$ cat config.mk
export PLATFORM = sky130hd
export DESIGN_NAME = iso_date_text_parser_core
export DESIGN_NICKNAME = d
export VERILOG_FILES = /design/src/rtl/idtp_pkg.sv /design/src/rtl/iso_date_text_parser_core.sv /design/src/rtl/idtp_front.sv /design/src/rtl/idtp_fifo.sv /design/src/rtl/idtp_back.sv
export SDC_FILE = /design/constraint.sdc
export NUM_CORES = 1
export LEC_CHECK = 0
export BUFFER_PORTS_ARGS = -buffer_cell sky130_fd_sc_hd__buf_2
export CORE_ASPECT_RATIO = 1.4
export CORE_MARGIN = 1
export CORE_UTILIZATION = 40
export DETAILED_ROUTE_END_ITERATION = 12
export SLEW_MARGIN = 25
export SYNTH_ARGS = -nofsm -noshare
export SYNTH_HDL_FRONTEND = slang
export SYNTH_HIERARCHICAL = 1
export SYNTH_SLANG_ARGS = --single-unit
$ cat constraint.sdc
create_clock -name clk_i -period 5.3 [get_ports clk_i]
set_clock_uncertainty 0.05 [all_clocks]
set_input_delay 0.795 -clock clk_i [delete_from_list [all_inputs] [get_ports clk_i]]
set_output_delay 0.795 -clock clk_i [all_outputs]
set_load 0.01 [all_outputs]
$ cat src/rtl/idtp_pkg.sv
`default_nettype none

package idtp_pkg;

  localparam logic [7:0] CharDash = 8'h2D;
  localparam logic [7:0] CharZero = 8'h30;
  localparam logic [7:0] CharNine = 8'h39;

  localparam logic [3:0] TextLen  = 4'd10;
  localparam logic [3:0] DashPosA = 4'd4;
  localparam logic [3:0] DashPosB = 4'd7;
  localparam logic [3:0] YearEnd  = 4'd4;
  localparam logic [3:0] CentEnd  = 4'd2;
  localparam logic [3:0] MonthEnd = 4'd7;

  localparam int QueueDepth = 2;

  // days from 0000-03-01 to 1970-01-01
  localparam logic signed [23:0] EpochOffset = 24'sd719468;

  // One finished text handed from the character front to the conversion back.
  typedef struct packed {
    logic       fmt_ok;
    logic       leap;
    logic [6:0] year_hi;
    logic [6:0] year_lo;
    logic [6:0] month;
    logic [6:0] day;
  } idtp_rec_t;

  function automatic logic [4:0] days_in_month(input logic [6:0] month, input logic leap);
    logic [4:0] dim;
    case (month)
      7'd1, 7'd3, 7'd5, 7'd7, 7'd8, 7'd10, 7'd12: dim = 5'd31;
      7'd4, 7'd6, 7'd9, 7'd11:                    dim = 5'd30;
      7'd2:                                       dim = leap ? 5'd29 : 5'd28;
      default:                                    dim = 5'd0;
    endcase
    return dim;
  endfunction

  // Days from March 1 to the first of the month, year starting in March.
  function automatic logic [8:0] month_base(input logic [6:0] month);
    logic [8:0] base;
    case (month)
      7'd1:    base = 9'd306;
      7'd2:    base = 9'd337;
      7'd3:    base = 9'd0;
      7'd4:    base = 9'd31;
      7'd5:    base = 9'd61;
      7'd6:    base = 9'd92;
      7'd7:    base = 9'd122;
      7'd8:    base = 9'd153;
      7'd9:    base = 9'd184;
      7'd10:   base = 9'd214;
      7'd11:   base = 9'd245;
      7'd12:   base = 9'd275;
      default: base = 9'd0;
    endcase
    return base;
  endfunction

endpackage

`default_nettype wire

$ cat src/rtl/iso_date_text_parser_core.sv
// A text's record goes through the queue, stage A, stage B and the output register.
// Throughput: one character per cycle, back to back; the conversion pipeline takes
// one text per cycle unless out_ready_i stalls, so texts of any length run gap-free.
// The input stalls only while the record queue between parser and converter is full.
// Reset (rst_ni low, asynchronous) clears the parser state, the queue and all valids.
`default_nettype none

module iso_date_text_parser_core import idtp_pkg::*; #(
  parameter int FifoDepth = QueueDepth
) (
  input  wire logic               clk_i,
  input  wire logic               rst_ni,
  input  wire logic               in_valid_i,
  output logic                    in_ready_o,
  input  wire logic [7:0]         char_code_i,
  input  wire logic               last_char_i,
  output logic                    out_valid_o,
  input  wire logic               out_ready_i,
  output logic                    date_valid_o,
  output logic signed [22:0]      days_since_epoch_o
);

  idtp_rec_t push_rec, pop_rec;
  logic      push, pop, q_full, q_empty;

  idtp_front u_front (
    .clk_i       (clk_i),
    .rst_ni      (rst_ni),
    .in_valid_i  (in_valid_i),
    .in_ready_o  (in_ready_o),
    .char_code_i (char_code_i),
    .last_char_i (last_char_i),
    .q_full_i    (q_full),
    .push_o      (push),
    .rec_o       (push_rec)
  );

  idtp_fifo #(
    .Depth (FifoDepth)
  ) u_fifo (
    .clk_i   (clk_i),
    .rst_ni  (rst_ni),
    .push_i  (push),
    .data_i  (push_rec),
    .full_o  (q_full),
    .pop_i   (pop),
    .empty_o (q_empty),
    .data_o  (pop_rec)
  );

  idtp_back u_back (
    .clk_i              (clk_i),
    .rst_ni             (rst_ni),
    .q_empty_i          (q_empty),
    .rec_i              (pop_rec),
    .pop_o              (pop),
    .out_valid_o        (out_valid_o),
    .out_ready_i        (out_ready_i),
    .date_valid_o       (date_valid_o),
    .days_since_epoch_o (days_since_epoch_o)
  );

`ifndef SYNTHESIS
  a_invalid_zero: assert property (@(posedge clk_i) disable iff (!rst_ni)
    out_valid_o && !date_valid_o |-> days_since_epoch_o == 23'sd0)
    else $error("invalid date with nonzero day count");

  a_days_range: assert property (@(posedge clk_i) disable iff (!rst_ni)
    out_valid_o && date_valid_o |->
      (days_since_epoch_o >= -23'sd719528) && (days_since_epoch_o <= 23'sd2932896))
    else $error("day count out of range");

  a_no_overflow: assert property (@(posedge clk_i) disable iff (!rst_ni)
    push |-> !q_full)
    else $error("push into full queue");

  a_no_underflow: assert property (@(posedge clk_i) disable iff (!rst_ni)
    pop |-> !q_empty)
    else $error("pop from empty queue");
`endif

endmodule

`default_nettype wire

$ cat src/rtl/idtp_front.sv
`default_nettype none

module idtp_front import idtp_pkg::*; (
  input  wire logic       clk_i,
  input  wire logic       rst_ni,
  input  wire logic       in_valid_i,
  output logic            in_ready_o,
  input  wire logic [7:0] char_code_i,
  input  wire logic       last_char_i,
  input  wire logic       q_full_i,
  output logic            push_o,
  output idtp_rec_t       rec_o
);

  logic [3:0] pos_q, pos_d;
  logic [6:0] yhi_q, yhi_d;
  logic [6:0] ylo_q, ylo_d;
  logic [6:0] mon_q, mon_d;
  logic [6:0] day_q, day_d;
  logic       err_q, err_d;
  logic       accept;
  logic       is_digit;
  logic [3:0] digit;

  assign in_ready_o = !q_full_i;
  assign accept     = in_valid_i && in_ready_o;
  assign is_digit   = (char_code_i >= CharZero) && (char_code_i <= CharNine);
  assign digit      = 4'(char_code_i - CharZero);

  always_comb begin
    pos_d = pos_q;
    yhi_d = yhi_q;
    ylo_d = ylo_q;
    mon_d = mon_q;
    day_d = day_q;
    err_d = err_q;
    if (pos_q >= TextLen) begin
      err_d = 1'b1;
    end else begin
      if (pos_q == DashPosA || pos_q == DashPosB) begin
        if (char_code_i != CharDash) err_d = 1'b1;
      end else if (!is_digit) begin
        err_d = 1'b1;
      end else if (pos_q < CentEnd) begin
        yhi_d = 7'((yhi_q << 3) + (yhi_q << 1) + {3'b0, digit});
      end else if (pos_q < YearEnd) begin
        ylo_d = 7'((ylo_q << 3) + (ylo_q << 1) + {3'b0, digit});
      end else if (pos_q < MonthEnd) begin
        mon_d = 7'((mon_q << 3) + (mon_q << 1) + {3'b0, digit});
      end else begin
        day_d = 7'((day_q << 3) + (day_q << 1) + {3'b0, digit});
      end
      pos_d = pos_q + 4'd1;
    end
  end

  always_comb begin
    rec_o.fmt_ok  = (pos_d == TextLen) && !err_d;
    rec_o.leap    = (ylo_d == 7'd0) ? (yhi_d[1:0] == 2'b00) : (ylo_d[1:0] == 2'b00);
    rec_o.year_hi = yhi_d;
    rec_o.year_lo = ylo_d;
    rec_o.month   = mon_d;
    rec_o.day     = day_d;
  end

  assign push_o = accept && last_char_i;

  always_ff @(posedge clk_i or negedge rst_ni) begin
    if (!rst_ni) begin
      pos_q <= '0;
      yhi_q <= '0;
      ylo_q <= '0;
      mon_q <= '0;
      day_q <= '0;
      err_q <= 1'b0;
    end else if (accept) begin
      if (last_char_i) begin
        // text done: clear for the next one
        pos_q <= '0;
        yhi_q <= '0;
        ylo_q <= '0;
        mon_q <= '0;
        day_q <= '0;
        err_q <= 1'b0;
      end else begin
        pos_q <= pos_d;
        yhi_q <= yhi_d;
        ylo_q <= ylo_d;
        mon_q <= mon_d;
        day_q <= day_d;
        err_q <= err_d;
      end
    end
  end

endmodule

`default_nettype wire

$ cat src/rtl/idtp_fifo.sv
`default_nettype none

module idtp_fifo import idtp_pkg::*; #(
  parameter int Depth = QueueDepth
) (
  input  wire logic      clk_i,
  input  wire logic      rst_ni,
  input  wire logic      push_i,
  input  wire idtp_rec_t data_i,
  output logic           full_o,
  input  wire logic      pop_i,
  output logic           empty_o,
  output idtp_rec_t      data_o
);

  localparam int PtrW = (Depth > 1) ? $clog2(Depth) : 1;
  localparam int CntW = $clog2(Depth + 1);

  idtp_rec_t         mem_q [Depth];
  logic [PtrW-1:0]   wr_q, rd_q;
  logic [CntW-1:0]   cnt_q;

  assign full_o  = (cnt_q == CntW'(Depth));
  assign empty_o = (cnt_q == '0);
  assign data_o  = mem_q[rd_q];

  function automatic logic [PtrW-1:0] next_ptr(input logic [PtrW-1:0] p);
    return (p == PtrW'(Depth - 1)) ? '0 : p + PtrW'(1);
  endfunction

  always_ff @(posedge clk_i) begin
    if (push_i) mem_q[wr_q] <= data_i;
  end

  always_ff @(posedge clk_i or negedge rst_ni) begin
    if (!rst_ni) begin
      wr_q  <= '0;
      rd_q  <= '0;
      cnt_q <= '0;
    end else begin
      if (push_i) wr_q <= next_ptr(wr_q);
      if (pop_i) rd_q <= next_ptr(rd_q);
      if (push_i && !pop_i) cnt_q <= cnt_q + CntW'(1);
      else if (pop_i && !push_i) cnt_q <= cnt_q - CntW'(1);
    end
  end

endmodule

`default_nettype wire

$ cat src/rtl/idtp_back.sv
`default_nettype none

module idtp_back import idtp_pkg::*; (
  input  wire logic               clk_i,
  input  wire logic               rst_ni,
  input  wire logic               q_empty_i,
  input  wire idtp_rec_t          rec_i,
  output logic                    pop_o,
  output logic                    out_valid_o,
  input  wire logic               out_ready_i,
  output logic                    date_valid_o,
  output logic signed [22:0]      days_since_epoch_o
);

  logic adv;

  // stage A: range checks, March-based year split, day of year
  logic              va_q;
  logic              ok_a_q;
  logic signed [7:0] yh_a_q;
  logic [6:0]        yl_a_q;
  logic [9:0]        doy_a_q;

  // stage B: year value and leap-day corrections plus day of year
  logic               vb_q;
  logic               ok_b_q;
  logic signed [14:0] y_b_q;
  logic signed [15:0] corr_b_q;

  // output register
  logic               vo_q;
  logic               ok_o_q;
  logic signed [22:0] days_o_q;

  logic              ok_a_d;
  logic signed [7:0] yh_a_d;
  logic [6:0]        yl_a_d;
  logic [9:0]        doy_a_d;
  logic [4:0]        dim;
  logic              mon_ok;

  logic signed [14:0] y_b_d;
  logic signed [15:0] corr_b_d;
  logic signed [23:0] days_full;

  assign adv   = !vo_q || out_ready_i;
  assign pop_o = adv && !q_empty_i;

  always_comb begin
    dim     = days_in_month(rec_i.month, rec_i.leap);
    mon_ok  = (rec_i.month >= 7'd1) && (rec_i.month <= 7'd12);
    ok_a_d  = rec_i.fmt_ok && mon_ok && (rec_i.day >= 7'd1) && (rec_i.day <= {2'b0, dim});
    yh_a_d  = $signed({1'b0, rec_i.year_hi});
    yl_a_d  = rec_i.year_lo;
    // Jan and Feb belong to the previous March-based year
    if (rec_i.month <= 7'd2) begin
      if (rec_i.year_lo != 7'd0) begin
        yl_a_d = rec_i.year_lo - 7'd1;
      end else begin
        yl_a_d = 7'd99;
        yh_a_d = $signed({1'b0, rec_i.year_hi}) - 8'sd1;
      end
    end
    doy_a_d = 10'({1'b0, month_base(rec_i.month)} + {3'b0, rec_i.day} - 10'd1);
  end

  always_comb begin
    y_b_d    = 15'(yh_a_q) * 15'sd100 + $signed({8'b0, yl_a_q});
    // floor(y/4) - floor(y/100) + floor(y/400) with y = 100*yh + yl
    corr_b_d = 16'(yh_a_q) * 16'sd24 + $signed({11'b0, yl_a_q[6:2]})
             + 16'(yh_a_q >>> 2) + $signed({6'b0, doy_a_q});
  end

  assign days_full = 24'(y_b_q) * 24'sd365 + 24'(corr_b_q) - EpochOffset;

  always_ff @(posedge clk_i or negedge rst_ni) begin
    if (!rst_ni) begin
      va_q <= 1'b0;
      vb_q <= 1'b0;
      vo_q <= 1'b0;
    end else if (adv) begin
      va_q <= !q_empty_i;
      vb_q <= va_q;
      vo_q <= vb_q;
    end
  end

  always_ff @(posedge clk_i) begin
    if (adv) begin
      ok_a_q   <= ok_a_d;
      yh_a_q   <= yh_a_d;
      yl_a_q   <= yl_a_d;
      doy_a_q  <= doy_a_d;
      ok_b_q   <= ok_a_q;
      y_b_q    <= y_b_d;
      corr_b_q <= corr_b_d;
      ok_o_q   <= ok_b_q;
      days_o_q <= ok_b_q ? days_full[22:0] : '0;
    end
  end

  assign out_valid_o        = vo_q;
  assign date_valid_o       = ok_o_q;
  assign days_since_epoch_o = days_o_q;

endmodule

`default_nettype wire
; ---- Word-level counts from Yosys, hierarchy flattened
; Memories as Yosys holds them, arrays and structs flattened.
; Index checks and enable logic that the tools add are counted.
[totals]
input_bits = 13
regBits = 122
mem_count = 2
rom_bits = 144
ram_bits = 60
elab_cells = 155
[memory_table]
columns = name, depth, width, read_ports, rd_ports_with_merged_regs, write_ports, line_no
row1 = (name not given), 16, 9, 1, 0, 0, idtp_pkg.sv:45  ; case (month)
row2 = u_fifo.mem_q, 2, 30, 1, 0, 1, idtp_fifo.sv:19  ; idtp_rec_t mem_q [Depth];
[classes]
magnitude_cmp = 11
n_reduce_logical = 29
mul = 3
addsub = 24
n_mux = 46
eq_ne = 17
n_bitwise = 1
[op_table]
columns = cell, n
row1 = 2-to-1 mux 7 bit, 29
row2 = equality test 7 x 4 -> 1 bit (second input constant), 5
row3 = adder 16 x 6 -> 16 bit, 2
row4 = adder 7 x 4 -> 7 bit, 4
row5 = adder 7 bit, 4
row6 = equality test 7 x 3 -> 1 bit (second input constant), 4
row7 = adder 23 x 16 -> 23 bit, 1
row8 = multiplier 15 x 10 -> 23 bit (second input constant), 1
row9 = subtractor 23 x 21 -> 23 bit (second input constant), 1
row10 = adder 16 x 11 -> 16 bit, 1
row11 = adder 15 x 8 -> 15 bit, 1
row12 = one-hot mux 5 bit (3 select lines), 1
row13 = equality test 7 x 2 -> 1 bit (second input constant), 2
row14 = >= comparator 7 x 1 -> 1 bit (second input constant), 2
row15 = multiplier 8 x 6 -> 13 bit (second input constant), 1
row16 = logical AND 1 bit, 11
row17 = multiplier 8 x 3 -> 11 bit (second input constant), 1
row18 = 2-to-1 mux 1 bit, 11
row19 = adder 9 x 7 -> 10 bit, 1
row20 = subtractor 10 x 1 -> 10 bit (second input constant), 1
row21 = 2-to-1 mux 9 bit, 1
row22 = equality test 4 x 3 -> 1 bit (second input constant), 2
row23 = >= comparator 8 x 6 -> 1 bit (second input constant), 1
row24 = less-or-equal comparator 8 x 6 -> 1 bit (second input constant), 1
row25 = other kinds (30), 42

; ---- Logic depth before layout (Yosys ltp)
; Gate-level depths: netlist (run 1).
[logic_depth]
ltp_word = 9
depth_mapped = 20
depth_no_buf = 20

; ---- By module
; The synthesis (run 1) kept the hierarchy.
[by_module_without_submodules]
columns = module, area_each_um2, cells_each, instances
row1 = idtp_back, 10058.4, 977, 1
row2 = idtp_front, 2984.1, 320, 1
row3 = idtp_fifo, 2359.8, 109, 1

; ---- Worst setup path after synthesis (run 1)
; Ideal clock, no wire load.
[synth_path]
kind = register to register
start = register u_back.y_b_q[3]
end = register u_back.days_o_q[21], in the netlist u_back/days_since_epoch_o[21], data pin
slack_ns = 0.617
setup_time_ns = 0.195
arrival_time_ns = 4.438
path_stages_with_launch = 15
path_cell_list = edfxtp_1 -> ha_1 -> fa_1 -> fa_1 -> fa_1 -> inv_1 -> fa_1 -> inv_1 -> ha_1 -> o21a_1 -> o21ai_0 -> a22oi_1 -> a31oi_1 -> o21ba_2 -> o311ai_0
[synth_via]
elab_chain_cells = 3
[synth_rtl]
columns = item, line_no
row1 = start: declaration, idtp_back.sv:27  ; logic signed [14:0] y_b_q;
row2 = start signal: assignment, idtp_back.sv:95  ; y_b_q <= y_b_d;
row3 = multiplier 15 x 10 -> 23 bit, idtp_back.sv:74  ; assign days_full = 24'(y_b_q) * 24'sd365 + 24'(corr_b_q) - EpochOffset;
row4 = adder 23 x 16 -> 23 bit, idtp_back.sv:74
row5 = subtractor 23 x 21 -> 23 bit, idtp_back.sv:74
row6 = end signal: assignment, idtp_back.sv:98  ; days_o_q <= ok_b_q ? days_full[22:0] : '0;
row7 = end: declaration, idtp_back.sv:33  ; logic signed [22:0] days_o_q;
; No other way between the ends.
; A chain may end at the register's enable or synchronous reset.

; ---- Worst setup path after layout (run 1)
; Same ends and word-level chain as after synthesis.

==> results.py, run 1 <==
metrics = {
    "cells_and_area": {
        "multiInputGateArea_sq_um": 9170,
        "final_core_util_pct": 44.4,
        "syn_to_final_growth_pct": 8.77,
        "layout_common_cells": "219 x inv_1, 207 x ha_1, 142 x edfxtp_1",
        "n_fill_cell": 3498,
        "finalNetCount": 1773,
        "fin_cells": 1934,
        "n_antenna_cell": 0,
        "final_common_cell": "inv_1",
        "seqCellArea_sq_um": 5270,
        "final_layout_size_suffix_gt1_share_pct": 10.4,
    },
    "logic_synthesis": {
        "synth-main-ff-cell": "edfxtp_1",
        "synth.ff_latch_count": 182,
        "yosysTopAreaCell": "edfxtp_1",
        "yosysTopAreaCellShare_pct": 27.7,
        "netlist_area_sq_um": 15400,
        "synth-edff-count": 142,
        "synth-seq-area-share_pct": 34.2,
        "netlist_instances": 1406,
        "yosys-top-cells-area": "edfxtp_1 28%, ha_1 17%, fa_1 14%",
        "avgSynthCellArea_sq_um": 11.0,
        "syn_nets": 1731,
        "yosysUniqueCellTypes": 80,
        "synthArstFlopShare_pct": 22.0,
        "ys_warn_count": 6,
    },
    "global_routing": {
        "grt_pass1_wl_mm": 49.1,
        "antenna_found_initial": 0,
        "grt_use_total_pct": 15.7,
        "grt_start_max_net_pins": 57,
        "busiest_layer": "met2",
        "grt_use_met1_pct": 15.6,
        "globalRoute.totalOverflow": 0,
        "first_global_vias": 10400,
        "grt_use_met3_pct": 2.11,
        "use_met2_pct": 32.6,
    },
    "critical_path": {
        "crit_arrival_ps": 5270,
        "slowest_delay_ps": 540,
        "startpoint_type": "flop",
        "end_kind": "flop",
        "path_class": "reg -> reg",
        "crit_chain": "ha_1, fa_1, fa_1, fa_1, inv_1, fa_1, inv_1, ha_1, o21a_1, o21ai_0, a22oi_1, a31oi_2, o21ba_2, o311ai_0",
        "reg2reg_from": "u_back/y_b_q[3]",
        "setup.worst_path.start": "u_back/y_b_q[3]",
        "cpMostUsedCell": "fa_1",
        "worst-path-max-fanout": 5,
        "critical_path.top_delay_family": "adder cells",
        "required_ps": 5470,
        "cp.buffers_inverters": 2,
        "cp_slowest_cell": "fa_1",
    },
    "placed_design": {
        "place_worst_setup_slack_ps": 170,
        "hpwl_mm": 23.8,
        "place_congestion": 0.870,
        "port_buffers": 38,
        "dp.cells": 1902,
    },
    "drt": {
        "drc": 0,
        "drt-initial-drc-count": 370,
        "vias": 9967,
        "routed_wl_mm": 29.3,
        "ant_nets": 0,
        "detail_route.wl_per_cell_um": 15.2,
        "drtPass1Iterations": 5,
        "via_per_inst": 5.15,
    },
    "sta": {
        "rsz0062_at_grt": "no",
        "finalHoldViolations": 0,
        "relSlewSlack_pct": 40.6,
        "timing.final.crit_share_pct": 96.2,
        "worst_slew_pin_slew_ps": 888,
        "final.setup.worst_slack_ps": 199,
        "finalSetupTns_ps": 0,
        "period_needed_ps": 5100,
        "setup_viol_count_final": 0,
        "fmax_ghz": 0.196,
        "slew_violations": 0,
    },
    "cts": {
        "numCtsBuffers": 17,
        "path_clk_slew_ps": 80,
        "insertion_delay_ps": 440,
        "cts.sinks": 182,
        "htreeDepth": 4,
        "cts_tree": "done",
        "cts_root_buffer": "clkbuf_16",
        "post_cts_buffers": 0,
        "cts_buffer_depth": 2,
    },
    "floorplanning": {
        "initial_core_util_pct": 40.8,
        "pin_count": 39,
        "die_w_um": 168,
        "rows": 84,
        "core-area_sq_um": 37700,
        "dieArea_sq_um": 39300,
        "die_h_um": 234,
    },
    "worst_hold_path": {
        "min-delay-path-class": "in -> async",
    },
    "job": {
        "maxCapViolCount": 0,
    },
    "run_status": {
        "outcome": "completed",
    },
}
-- cells in the mapped netlist, drive strengths merged, types with 10 or more instances --
master  count
a22oi      17
xnor2      51
nor2       60
nand3      15
o21a       12
nand2      88
edfxtp    142
mux2       49
xor2       43
buf        12
nor3       24
clkbuf     15
a21o       20
o22ai      10
dfrtp      40
fa        105
inv       221
nor2b      24
o21ai      67
a21oi      55
ha        207
-- path summary, 6_finish.rpt --
check                                           endpoint  slack (ps)  cells past startpoint
min in group clk_i                       u_back/y_b_q[0]         370                      0
hold reg to reg                          u_back/y_b_q[0]         370                      0
setup / recovery           u_back/days_since_epoch_o[21]         200                     14
setup reg to reg           u_back/days_since_epoch_o[21]         200                     14
max in group asynchronous               u_front/ylo_q[6]        4500                      1
hold / removal                           u_fifo/cnt_q[1]         280                      1
-- sequential cells by signal, indices dropped and copies added (netlist names), 2 cells and up --
signal                     cells
u_back/yl_a_q                  7
u_back/y_b_q                  15
u_front/ylo_q                  7
u_front/pos_q                  4
u_back/days_since_epoch_o     23
u_front/mon_q                  7
u_fifo/mem_q                  60
u_back/doy_a_q                10
u_front/day_q                  7
u_back/yh_a_q                  8
u_back/corr_b_q               16
u_front/yhi_q                  7
u_fifo/cnt_q                   2
-- logic make-up (layout without fill, tap and decap cells) --
kind of cell               count (synthesis)  count (layout)  synth area share, %
AOI/OAI and AO/OA                        251             251                 10.7
xor gates and xnor gates                  94              94                 5.35
buffers and inverters                    248             303                 6.31
muxes                                     54              54                 3.91
adders and majority gates                312             312                 30.5
DFF                                      182             182                 34.2
and+or+nand+nor                          265             265                 9.07
-- timing repair --
item | in CTS | in global routing
endpoints found under the setup margin | 0 | 1
hold buffers | 0 | 0
gates resized for setup | 0 | 1
-- metrics by stage --
step | instance area (sq um) | hold slack, ps
2_1_floorplan | 15400 | 350
5_1_grt | 16800 | 312
6_report | 16800 | 284
4_1_cts | 16700 | 367
3_3_place_gp | 16100 | 354
3_5_place_dp | 16100 | 357
-- worst register-to-register path: stages, from the launching register on --
cell	delay, ps
edfxtp_1	490
ha_1	390
fa_1	490
fa_1	520
fa_1	540
inv_1	50
fa_1	530
inv_1	40
ha_1	360
o21a_1	150
o21ai_0	70
a22oi_1	380
a31oi_2	230
o21ba_2	250
o311ai_0	340
-- layout make-up --
type                       count  share of cell area (%)
timing repair buffer          50                    1.69
inverter                     221                    4.96
sequential                   182                    31.4
multi-input combinational    976                    54.8
tap                          473                    3.53
clock inverter                14                    1.07
clock buffer                  18                    2.56
-- routing by layer --
metal  wire length (um)  part of all wire, %
met5                  0                    0
met4                764                  2.6
met3                542                  1.8
met2              16800                   57
met1              11300                   38
Power of run 1 is left out: the tool's default activity adds up to more than one toggle a clock period on the data nets, which glitch-free logic cannot reach.
==> inputs of run 2 (changes only) <==
Settings changed: BUFFER_PORTS_ARGS -buffer_cell sky130_fd_sc_hd__buf_2 to default, CORE_UTILIZATION 40 to 66, DONT_BUFFER_PORTS from default to 1, PLACE_DENSITY from default to 0.82.
==> results.py, run 2 (synthesis gave the netlist of run 1 again) <==
metrics = {
    "drt": {
        "drt-initial-drc-count": 385,
        "routed_wl_mm": 30.3,
        "detail_route.wl_per_cell_um": 17.6,
        "drc": 0,
        "drtPass1Iterations": 5,
        "vias": 10200,
        "ant_nets": 0,
        "via_per_inst": 5.92,
    },
    "critical_path": {
        "worst-path-max-fanout": 5,
        "required_ps": 5490,
        "worstReg2RegEnd": "u_back/days_since_epoch_o[21]",
        "r2r_cells": 14,
        "reg2reg_from": "u_back/y_b_q[3]",
        "end_kind": "flop",
        "path_class": "reg -> reg",
        "r2r_slack_ps": 250,
        "startpoint_type": "flop",
        "crit_arrival_ps": 5240,
    },
    "cts": {
        "post_cts_buffers": 0,
        "cts.sinks": 182,
        "cts_tree": "done",
        "path_clk_slew_ps": 70,
        "cts_buffer_depth": 2,
        "cts_root_buffer": "clkbuf_16",
        "insertion_delay_ps": 440,
        "htreeDepth": 4,
        "numCtsBuffers": 17,
    },
    "global_routing": {
        "busiest_layer": "met2",
        "grt_pass1_wl_mm": 50.3,
        "first_global_vias": 10900,
        "antenna_found_initial": 0,
        "grt_start_max_net_pins": 48,
        "grt_use_met1_pct": 25.3,
        "globalRoute.totalOverflow": 0,
        "grt_use_total_pct": 26.8,
        "grt_use_met3_pct": 3.70,
        "use_met2_pct": 54.1,
    },
    "floorplanning": {
        "initial_core_util_pct": 67.9,
        "pin_count": 39,
        "die_h_um": 183,
        "core-area_sq_um": 22700,
        "die_w_um": 131,
        "dieArea_sq_um": 24000,
        "rows": 65,
    },
    "cells_and_area": {
        "largestRegisters": "u_fifo/mem_q: 60 flops, u_back/days_since_epoch_o: 23 flops, u_back/corr_b_q: 16 flops",
        "largest_reg_flops": 60,
        "layout_common_cells": "219 x inv_1, 207 x ha_1, 142 x edfxtp_1",
        "n_antenna_cell": 0,
        "final_layout_size_suffix_gt1_share_pct": 7.95,
        "syn_to_final_growth_pct": 5.99,
        "final_common_cell": "inv_1",
        "finalNetCount": 1734,
        "n_fill_cell": 1571,
        "top_register": "u_fifo/mem_q",
    },
    "sta": {
        "final.setup.worst_slack_ps": 246,
        "worst_slew_pin_slew_ps": 920,
        "finalSetupTns_ps": 0,
        "timing.final.crit_share_pct": 95.4,
        "relSlewSlack_pct": 38.5,
        "fmax_ghz": 0.198,
        "period_needed_ps": 5050,
        "rsz0062_at_grt": "no",
        "setup_viol_count_final": 0,
        "finalHoldViolations": 0,
        "slew_violations": 0,
    },
    "placed_design": {
        "port_buffers": 0,
        "place_worst_setup_slack_ps": 268,
        "place_congestion": 0.887,
        "hpwl_mm": 23.7,
    },
    "run_status": {
        "outcome": "completed",
    },
    "worst_hold_path": {
        "min-delay-path-class": "in -> async",
    },
    "job": {
        "maxCapViolCount": 0,
    },
}
## run 2: per-stage QoR
stage / instance area [sq um] / cells / hold WS [ps] / utilization, %
5_1_grt: 16300 / 1723 / 149 / 71.9
6_report: 16300 / 1723 / 147 / 71.9
3_5_place_dp: 15700 / 1690 / 368 / 69.3
3_3_place_gp: 15700 / 1690 / 354 / 69.3
4_1_cts: 16300 / 1723 / 139 / 71.9
2_1_floorplan: 15400 / 1406 / 350 / -
## run 2: worst max-delay path by stage
stage	from	endpoint	slack [ps]	cells after the start
after floorplan	u_back/y_b_q[3]	u_back/days_since_epoch_o[21]	620	14
after global placement	u_back/y_b_q[3]	u_back/days_since_epoch_o[17]	350	15
after detailed placement	u_back/y_b_q[3]	u_back/days_since_epoch_o[21]	270	14
after CTS	u_back/y_b_q[3]	u_back/days_since_epoch_o[21]	230	14
after global routing	u_back/y_b_q[3]	u_back/days_since_epoch_o[17]	40	15
final	u_back/y_b_q[3]	u_back/days_since_epoch_o[21]	250	14
## run 2: timing repair
action,4_1_cts,5_1_grt
resized for setup,0,1
hold buffers,1,0
endpoints found under the hold margin,40,0
endpoints found under the setup margin,0,1
## run 2: area by class of cell
class / instances / area, sq um / share of cell area (%)
clock buffer: 19 / 443 / 2.71
clock inverter: 13 / 140 / 0.858
inverter: 221 / 831 / 5.09
multi-input combinational: 976 / 9170 / 56.2
sequential: 182 / 5270 / 32.3
tap: 301 / 377 / 2.31
timing repair buffer: 11 / 95.1 / 0.583
## run 2: per-layer routing
layer / share of wire [%] / up-vias
met5: 0 / -
met4: 5.0 / 0
met3: 2.6 / 88
li1: - / 4881
met1: 36 / 4992
met2: 57 / 234
## run 2: critical path, cell delays in order, from the launching register on
cell and delay, ps:
edfxtp_1 500, ha_1 400, fa_1 500, fa_1 530, fa_1 540, inv_1 50, fa_1 520, inv_1 40
ha_1 350, o21a_1 140, o21ai_0 80, a22oi_1 370, a31oi_2 220, o21ba_2 250, o311ai_0 300
Power of run 2 is left out for the same reason.
==> inputs of run 3 (changes only) <==
Settings changed: CORE_UTILIZATION 66 to 70, PLACE_DENSITY 0.82 to 0.86.
Clock period 5.3 ns to 6.29 ns, I/O delays scaled along.
==> results.py, run 3 (synthesis gave the netlist of run 1 again) <==
metrics = {
    "critical_path": {
        "critical_path.top_delay_family": "adder cells",
        "crit_arrival_ps": 5360,
        "reg2reg_from": "u_back/y_b_q[3]",
        "cpMostUsedCell": "fa_1",
        "slowest_delay_ps": 540,
        "end_kind": "flop",
        "worst-path-max-fanout": 5,
        "cp.buffers_inverters": 2,
        "required_ps": 6480,
        "setup.worst_path.start": "u_back/y_b_q[3]",
        "startpoint_type": "flop",
        "cp_slowest_cell": "fa_1",
        "crit_chain": "ha_1, fa_1, fa_1, fa_1, inv_1, fa_1, inv_1, ha_1, o21a_1, o21ai_0, a22oi_1, a31oi_1, o21ba_2, o311ai_0",
        "path_class": "reg -> reg",
    },
    "cells_and_area": {
        "syn_to_final_growth_pct": 5.74,
        "n_antenna_cell": 0,
        "final_layout_size_suffix_gt1_share_pct": 7.62,
        "final_core_util_pct": 76.2,
        "top_register": "u_fifo/mem_q",
        "final_area_sq_um": 16300,
        "largestRegisters": "u_fifo/mem_q: 60 flops, u_back/days_since_epoch_o: 23 flops, u_back/corr_b_q: 16 flops",
        "multiInputGateArea_sq_um": 9170,
        "final_common_cell": "inv_1",
        "n_fill_cell": 1342,
        "largest_reg_flops": 60,
        "layout_common_cells": "219 x inv_1, 207 x ha_1, 142 x edfxtp_1",
        "seqCellArea_sq_um": 5270,
        "finalNetCount": 1729,
        "fin_cells": 1709,
    },
    "worst_hold_path": {
        "min-delay-path-class": "in -> async",
    },
    "cts": {
        "cts_buffer_depth": 2,
        "numCtsBuffers": 17,
        "cts_root_buffer": "clkbuf_16",
        "path_clk_slew_ps": 80,
        "cts.sinks": 182,
        "post_cts_buffers": 0,
        "htreeDepth": 4,
        "ctsHoldBuffers": 0,
        "ctsResizeCount": 0,
        "insertion_delay_ps": 460,
        "cts_tree": "done",
    },
    "floorplanning": {
        "die_w_um": 127,
        "dieArea_sq_um": 22600,
        "pin_count": 39,
        "core-area_sq_um": 21400,
        "rows": 63,
        "initial_core_util_pct": 72.1,
        "die_h_um": 178,
    },
    "global_routing": {
        "grt_use_total_pct": 29.5,
        "globalRoute.totalOverflow": 0,
        "grt_pass1_wl_mm": 51.1,
        "antenna_found_initial": 0,
        "grt_start_max_net_pins": 83,
        "first_global_vias": 11100,
    },
    "drt": {
        "vias": 10300,
        "ant_nets": 0,
        "drtPass1Iterations": 5,
        "drt-initial-drc-count": 448,
        "routed_wl_mm": 30.6,
        "detail_route.wl_per_cell_um": 17.9,
        "drc": 0,
        "via_per_inst": 6.01,
    },
    "placed_design": {
        "place_congestion": 0.927,
        "hpwl_mm": 23.8,
        "port_buffers": 0,
        "dp.cells": 1677,
        "place_area_sq_um": 15700,
    },
    "run_status": {
        "outcome": "completed",
    },
    "sta": {
        "rsz0062_at_grt": "no",
        "fmax_ghz": 0.193,
        "setup_viol_count_final": 0,
        "slew_violations": 0,
        "timing.final.crit_share_pct": 82.3,
        "finalSetupTns_ps": 0,
        "period_needed_ps": 5180,
        "finalHoldViolations": 0,
        "worst_slew_pin_slew_ps": 878,
        "relSlewSlack_pct": 41.3,
    },
    "job": {
        "maxCapViolCount": 0,
    },
}
run 3: cell types whose count changed in the layout (fill, tap and decap cells not counted), sizes merged:
cell | previous run | this run
buf | 11 | 6
clkinvlp | 3 | 1
inv | 225 | 227
clkinv | 5 | 7
clkbuf | 19 | 17
run 3: metal layers:
layer  vias up  wire length (um)  track usage, %  part of all wire, %
li1       4867                 -               -                    -
met3       103               910            4.16                  3.0
met5         -                 0               0                    0
met2       280             17500            59.3                   57
met1      5013             10600            27.5                   34
met4         0              1600            17.2                  5.2
run 3: per-stage QoR:
step / setup slack [ps] / hold WS (ps)
floorplan: 1610 / 350
global placement: 1320 / 356
detailed placement: 1130 / 355
CTS: 1100 / 113
global route: 772 / 105
finish: 1110 / 129
run 3: cell type report:
class,count,area share (%)
Sequential cell,182,32.3
Multi-Input combinational cell,976,56.3
Timing Repair Buffer,6,0.300
Clock buffer,17,2.61
Tap cell,292,2.24
Inverter,221,5.10
Clock inverter,15,1.12
run 3: path summary, 6_finish.rpt:
kind / cells past startpoint / slack, ps / to
max: 14 / 1110 / u_back/days_since_epoch_o[21]
min: 0 / 130 / u_front/day_q[1]
max reg2reg: 14 / 1110 / u_back/days_since_epoch_o[21]
min reg2reg: 0 / 370 / u_back/y_b_q[0]
max in group asynchronous: 0 / 5970 / u_front/yhi_q[6]
min in group clk_i: 0 / 370 / u_back/y_b_q[0]
Power of run 3 is left out for the same reason.
